[config.mk]
export PLATFORM = sky130hd
export DESIGN_NAME = pfde_seq
export DESIGN_NICKNAME = d
export VERILOG_FILES = /design/src/rtl/pfde_pkg.sv /design/src/rtl/pfde_seq.sv
export SDC_FILE = /design/constraint.sdc
export NUM_CORES = 1
export LEC_CHECK = 0
export BUFFER_PORTS_ARGS = -buffer_cell sky130_fd_sc_hd__buf_2
export CAP_MARGIN = 30
export CORE_AREA = 2 2 266 268
export CTS_CLUSTER_DIAMETER = 200
export CTS_CLUSTER_SIZE = 14
export DETAILED_ROUTE_END_ITERATION = 10
export DIE_AREA = 0 0 268 270
export GPL_ROUTABILITY_DRIVEN = 1
export HOLD_SLACK_MARGIN = 0.12
export PLACE_DENSITY_LB_ADDON = 0.25
export SYNTH_ARGS = -nofsm -noshare
export SYNTH_HDL_FRONTEND = slang
export SYNTH_SLANG_ARGS = --single-unit
[constraint.sdc]
create_clock -name clk -period 15.9 [get_ports clk]
set_clock_uncertainty 0.05 [all_clocks]
set_input_delay 0.795 -clock clk [delete_from_list [all_inputs] [get_ports clk]]
set_output_delay 0.795 -clock clk [all_outputs]
set_load 0.05 [all_outputs]
[src/rtl/pfde_pkg.sv]
`default_nettype none
package pfde_pkg;
  localparam int MAX_WIDTH_DEF = 128;
  localparam int MAX_PAGES_DEF = 8;
  localparam logic [7:0] WIDTH_RST = 8'd128;
  localparam logic [6:0] HEIGHT_RST = 7'd64;

  typedef enum logic [2:0] {
    ACT_ERASE = 3'd0,
    ACT_PIXEL = 3'd1,
    ACT_LINE  = 3'd2,
    ACT_FILL  = 3'd3,
    ACT_OUTL  = 3'd4,
    ACT_BLIT  = 3'd5,
    ACT_READ  = 3'd6,
    ACT_NONE  = 3'd7
  } action_t;

  localparam logic REG_WIDTH  = 1'b0;
  localparam logic REG_HEIGHT = 1'b1;

  // pixel operation sent from the sequencer to the store unit
  typedef struct packed {
    logic        valid;
    logic        wr_byte;   // write whole byte (erase)
    logic        on;
    logic [10:0] x;         // signed, may be out of range
    logic [10:0] y;
    logic [7:0]  fill;
    logic [15:0] idx;       // byte index for erase
  } pix_op_t;
endpackage
`default_nettype wire

[src/rtl/pfde_seq.sv]
`default_nettype none
// Action sequencer: walks the pixels (or erase bytes) of one action, one per cycle outside line setup and hold steps.
// Line steps keep y = ly + floor(dy*k/dx) with an exact remainder.
module pfde_seq (
  input  wire logic              clk,
  input  wire logic              rst,
  input  wire logic              start,
  input  wire logic [2:0]        action,
  input  wire logic signed [8:0] x_a,
  input  wire logic signed [8:0] y_a,
  input  wire logic signed [8:0] x_b,
  input  wire logic signed [8:0] y_b,
  input  wire logic              pixel_value,
  input  wire logic [63:0]       pattern,
  input  wire logic [15:0]       used,
  output pfde_pkg::pix_op_t      op,
  output logic                   busy
);
  typedef enum logic [5:0] {
    S_IDLE  = 6'b000001,
    S_ERASE = 6'b000010,
    S_RECT  = 6'b000100,
    S_BLIT  = 6'b001000,
    S_LSET  = 6'b010000,
    S_LINE  = 6'b100000
  } st_t;
  st_t st;
  logic              on;
  logic [15:0]       cnt;          // erase index
  logic [7:0]        x0, y0, w, h, i, j;
  logic [63:0]       pat;
  // line registers
  logic signed [10:0] lx1, ly1, lx2, ly2;
  logic signed [10:0] cx, cy, dx, dy, ex, rem;
  logic              vert;
  logic              hold;         // steep catch-up cycle, no pixel
  logic [1:0]        seg;
  logic              outl;
  logic signed [10:0] ox1, oy1, oxa, oya;

  always_comb begin
    op = '0;
    op.on = on;
    op.fill = on ? 8'hFF : 8'h00;
    unique case (st)
      S_ERASE: begin
        op.valid = 1'b1; op.wr_byte = 1'b1; op.idx = cnt;
      end
      S_RECT: begin
        op.valid = 1'b1;
        op.x = {3'b0, 8'(x0 + i)};
        op.y = {3'b0, 8'(y0 + j)};
      end
      S_BLIT: begin
        op.valid = pat[6'(63 - {i[2:0], 3'b0} - j[2:0])];
        op.on = 1'b1;
        op.x = {3'b0, 8'(x0 + {5'b0, j[2:0]})};
        op.y = {3'b0, 8'(y0 + {5'b0, i[2:0]})};
      end
      S_LINE: begin
        op.valid = !hold; op.on = 1'b1; op.x = cx; op.y = cy;
      end
      default: ;
    endcase
  end

  assign busy = (st != S_IDLE);

  always_ff @(posedge clk) begin
    if (rst) begin
      st <= S_IDLE;
    end else begin
      unique case (st)
        S_IDLE: if (start) begin
          on <= pixel_value;
          pat <= pattern;
          x0 <= 8'(x_a); y0 <= 8'(y_a); w <= 8'(x_b); h <= 8'(y_b);
          i <= '0; j <= '0; cnt <= '0;
          outl <= 1'b0; seg <= '0;
          case (action)
            pfde_pkg::ACT_ERASE:
              if (used != 16'd0) st <= S_ERASE;
            pfde_pkg::ACT_PIXEL: begin
              // a pixel is a fill of one
              w <= 8'd1; h <= 8'd1; st <= S_RECT;
              x0 <= 8'(x_a); y0 <= 8'(y_a);
              if (x_a < 0 || y_a < 0) st <= S_IDLE;
            end
            pfde_pkg::ACT_FILL:
              if (8'(x_b) != 0 && 8'(y_b) != 0) st <= S_RECT;
            pfde_pkg::ACT_BLIT: st <= S_BLIT;
            pfde_pkg::ACT_LINE: begin
              lx1 <= 11'(x_a); ly1 <= 11'(y_a); lx2 <= 11'(x_b); ly2 <= 11'(y_b);
              st <= S_LSET;
            end
            pfde_pkg::ACT_OUTL: begin
              outl <= 1'b1;
              oxa <= 11'(x_a); oya <= 11'(y_a);
              ox1 <= 11'(x_a) + 11'(x_b); oy1 <= 11'(y_a) + 11'(y_b);
              lx1 <= 11'(x_a); ly1 <= 11'(y_a);
              lx2 <= 11'(x_a) + 11'(x_b); ly2 <= 11'(y_a);
              st <= S_LSET;
            end
            default: ;
          endcase
        end
        S_ERASE: begin
          cnt <= cnt + 1'b1;
          if (cnt == used - 16'd1) st <= S_IDLE;
        end
        S_RECT: begin
          if (j == h - 8'd1) begin
            j <= '0;
            if (i == w - 8'd1) st <= S_IDLE;
            i <= i + 1'b1;
          end else j <= j + 1'b1;
        end
        S_BLIT: begin
          j <= j + 1'b1;
          if (j == 8'd7) begin
            j <= '0; i <= i + 1'b1;
            if (i == 8'd7) st <= S_IDLE;
          end
        end
        S_LSET: begin
          vert <= (lx1 == lx2);
          if (lx1 == lx2) begin
            cx <= lx1;
            cy <= (ly1 < ly2) ? ly1 : ly2;
            ex <= (ly1 < ly2) ? ly2 : ly1;
          end else if (lx1 < lx2) begin
            cx <= lx1; cy <= ly1; dx <= lx2 - lx1; dy <= ly2 - ly1; ex <= lx2;
          end else begin
            cx <= lx2; cy <= ly2; dx <= lx1 - lx2; dy <= ly1 - ly2; ex <= lx1;
          end
          rem <= '0;
          hold <= 1'b0;
          st <= S_LINE;
        end
        S_LINE: begin
          if (vert) begin
            cy <= cy + 11'sd1;
          end else begin
            // rem is back in [0,dx) after each pixel step; add dy and renormalize, |dy| can exceed dx
            cx <= cx + 11'sd1;
          end
          if ((vert && cy == ex) || (!vert && cx == ex)) begin
            if (outl && seg != 2'd3) begin
              seg <= seg + 1'b1;
              st <= S_LSET;
              unique case (seg)
                2'd0: begin lx1 <= oxa; ly1 <= oy1; lx2 <= ox1; ly2 <= oy1; end
                2'd1: begin lx1 <= oxa; ly1 <= oya; lx2 <= oxa; ly2 <= oy1; end
                default: begin lx1 <= ox1; ly1 <= oya; lx2 <= ox1; ly2 <= oy1; end
              endcase
            end else st <= S_IDLE;
          end else if (!vert) begin
            st <= S_LINE;
          end
        end
        default: st <= S_IDLE;
      endcase
      // non-vertical step: advance y by floor of accumulated dy/dx
      if (st == S_LINE && !vert) begin
        hold <= 1'b0;
        if (rem + dy >= dx) begin
          // large slopes take extra hold steps: hold x and step y, no pixel
          if (rem + dy - dx >= dx || rem + dy - dx < 0) begin
            cx <= cx; rem <= rem - dx; cy <= cy + 11'sd1; hold <= 1'b1;
            if (!((cx == ex))) st <= S_LINE;
          end else begin
            rem <= rem + dy - dx; cy <= cy + 11'sd1;
          end
        end else if (rem + dy < 0) begin
          if (rem + dy + dx < 0) begin
            cx <= cx; rem <= rem + dx; cy <= cy - 11'sd1; hold <= 1'b1;
            if (!((cx == ex))) st <= S_LINE;
          end else begin
            rem <= rem + dy + dx; cy <= cy - 11'sd1;
          end
        end else begin
          rem <= rem + dy;
        end
      end
    end
  end
endmodule
`default_nettype wire

==> impl_metrics.toml <==
[outcome]
status = "completed"

[critical_path]
crit_type = "flop to flop"
r2r_start = "rem[1]"
r2r-end = "rem[10]"
path_max_fanout = 14
start_kind = "flop"
reg2reg_depth = 24
arrival_ns = 7.41
cp.required_ns = 16.16
ff2ff_setup_slack_ns = 8.75
setup.worst_path.end_class = "flop"

[clock_tree]
hold_buffers = 0
clk_latency_ns = 0.55
clockBufferDepth = 3
h-tree-depth = 1
cts_resized = 0
cts_tree = "done"
cts-root-buf = "clkbuf_16"
clkTransAtPathRegs_ns = 0.09
postCtsSetupBuffers = 0
cts_made_buffers = 24
cts.sinks = 283

[cells_and_area]
final_cell_count_no_fill = 3142
drive_gt1_frac = 0.1326
final_core_util = 0.3319
nFillCells = 7053
n_antenna_cell = 0
area_growth_pct = 12.07
final_nets = 2481

[synthesis]
syn_area_per_cell_um2 = 9.908
synth-seq-area-share = 0.4096
yosysWarnings = 0
ys_seq_elements = 283
ys.flop_type = "edfxtp_1"
synth_nets = 2367
synth_top_cell_by_area = "edfxtp_1"
synth_common_cells = "edfxtp_1, nor2_1, nand2_1, ha_1, a21oi_1"
synth_edf_count = 277
synth_top_cell_area_share = 0.4038
yosys.cell_types.count = 84
yosysMostFrequentCell = "edfxtp_1"
ys_top_cells_by_area = "edfxtp_1, ha_1, xnor2_1"
netlist_instances = 2079
syn_area_um2 = 20600
async_reset_ff_frac = 0

[sta]
slew_viol_final = 0
setup_viol = 0
rsz0062_at_grt = "false"
max_slew.worst_pin.slew_ns = 0.9441
relSlewSlack = 0.3543
fin_setup_tns_ns = 0
timing.final.crit_share = 0.4499
hold_violations = 0
fmax_mhz = 139.8
post-route-min-period_ns = 7.154

[power_and_ir_drop]
p_comb_frac = 0.171
p_int_uw = 1267
vdd_drop_max_v = 0.00007867
pwr_density_cell_nw_per_um2 = 75.54
p_sw_uw = 477.2
pwr-share-seq = 0.509
p_clk_frac = 0.320
finalPower_uw = 1744
leakagePower_uw = 0.008913
netSwitchingFraction = 0.2736

[detailed_routing]
finalWirelength_um = 59910
drtAntennaViolNets = 0
drt_iter0_drc = 995
route.detailed.drc = 0
dr.pass1.iters = 5
vias_per_cell = 5.138
wl_per_cell_um = 19.07
vias = 16150

[place]
portBuffers = 172
dp_cells = 3107
dpl.hpwl_um = 46290
place_congestion = 0.8669

[grt]
grt-ovfl-total = 0
grt_pass1_wl_um = 92290
grt_max_degree = 84
grt_pass1_vias = 15820
track_usage = 0.1618
antenna_found_initial = 1

[floorplanning]
ioPinCount = 173
die_h_um = 270
coreArea_um2 = 69540
die_w_um = 268
dieArea_um2 = 72360
rows = 97
start_util = 0.2962

[min_path]
hp-class = "input port to flop"
worstHoldEndpoint = "pat[52]"
min_from = "pattern[52]"
hold_depth = 1

[flow_run]
max_cap_violations = 0
==> cell type report <==
type | count | area [um^2] | area share
sequential | 283 | 8438 | 0.3655
timing repair buffer | 192 | 1022 | 0.04428
tap | 940 | 1176 | 0.05095
clock buffer | 34 | 659.4 | 0.02856
multi-input combinational | 1564 | 11290 | 0.4892
inverter | 128 | 480.5 | 0.02081
clock inverter | 1 | 16.27 | 0.0007046
==> flip-flops by register name, indices dropped and copies added (netlist names), 11 cells and up <==
register  count
cnt          16
rem          11
dx           11
cy           11
cx           11
pat          64
dy           11
==> routing by layer <==
layer,vias up,share of wire,GRT usage
li1,7853,-,-
met1,7864,0.44,0.2126
met2,354,0.50,0.2846
met3,72,0.033,0.01258
met4,2,0.023,0.04293
met5,-,0.00022,0
==> placed cells by master (no fill, tap or decap), types with 50 or more instances in the layout <==
cell type  count
nand2_1      154
o21ai_0      115
nor2_1       168
mux2i_1       50
edfxtp_1     277
buf_2        172
xnor2_1       92
nand3_1       53
inv_1        127
xor2_1        79
a21oi_1      143
ha_1         153
==> power groups by stage <==
stage	combinational, uW	clock (uW)	sequential [uW]
detailed placement	298	0	905
global route	330	597	892
CTS	299	577	888
global placement	293	0	904
finish	298	558	888
floorplan	217	0	891
==> how the worst max path moves through the flow <==
stage / slack (ns) / end / startpoint
after floorplan: 9.62 / rem[10] / rem[1]
after global placement: 8.96 / rem[10] / rem[1]
after detailed placement: 8.92 / rem[10] / rem[1]
after CTS: 8.89 / rem[10] / rem[1]
after global routing: 8.48 / rem[10] / rem[1]
final: 8.75 / rem[10] / rem[1]
==> cell families after synthesis <==
family	after synthesis	synth area share
multiplexers	89	0.05710
AO/OA/AOI/OAI	512	0.1599
AND/OR/NAND/NOR	627	0.1519
buffers and inverters	232	0.04422
adder cells (fa/ha/maj)	165	0.1046
flip-flops	283	0.4096
XOR/XNOR	171	0.07271
==> metrics by stage <==
stage               area (um^2)  hold WS [ns]  setup slack (ns)
CTS                       23080        0.3500             8.893
detailed placement        22410        0.5576             8.920
global placement          22380        0.5608             8.956
floorplan                 20600        0.4856             9.615
finish                    23080        0.3755             8.746
global route              23080        0.3534             8.477
==> worst max-delay path, cell delays in order (launching register included) <==
cell,delay (ns)
edfxtp_1,0.48
ha_1,0.34
a211o_1,0.34
a2111oi_0,0.81
o21a_1,0.29
nor2_1,0.06
xor2_1,0.34
ha_1,0.36
or4_1,0.51
nor2_1,0.17
a31o_2,0.18
a31oi_1,0.04
buf_4,0.22
nand2_1,0.08
o21ai_0,0.09
ha_1,0.22
fa_1,0.43
a211oi_1,0.37
o211ai_1,0.18
a31o_2,0.26
a21oi_1,0.17
xnor2_1,0.21
xor2_1,0.11
a31o_2,0.25
a311o_1,0.35
(Power assumes the default switching activity.)
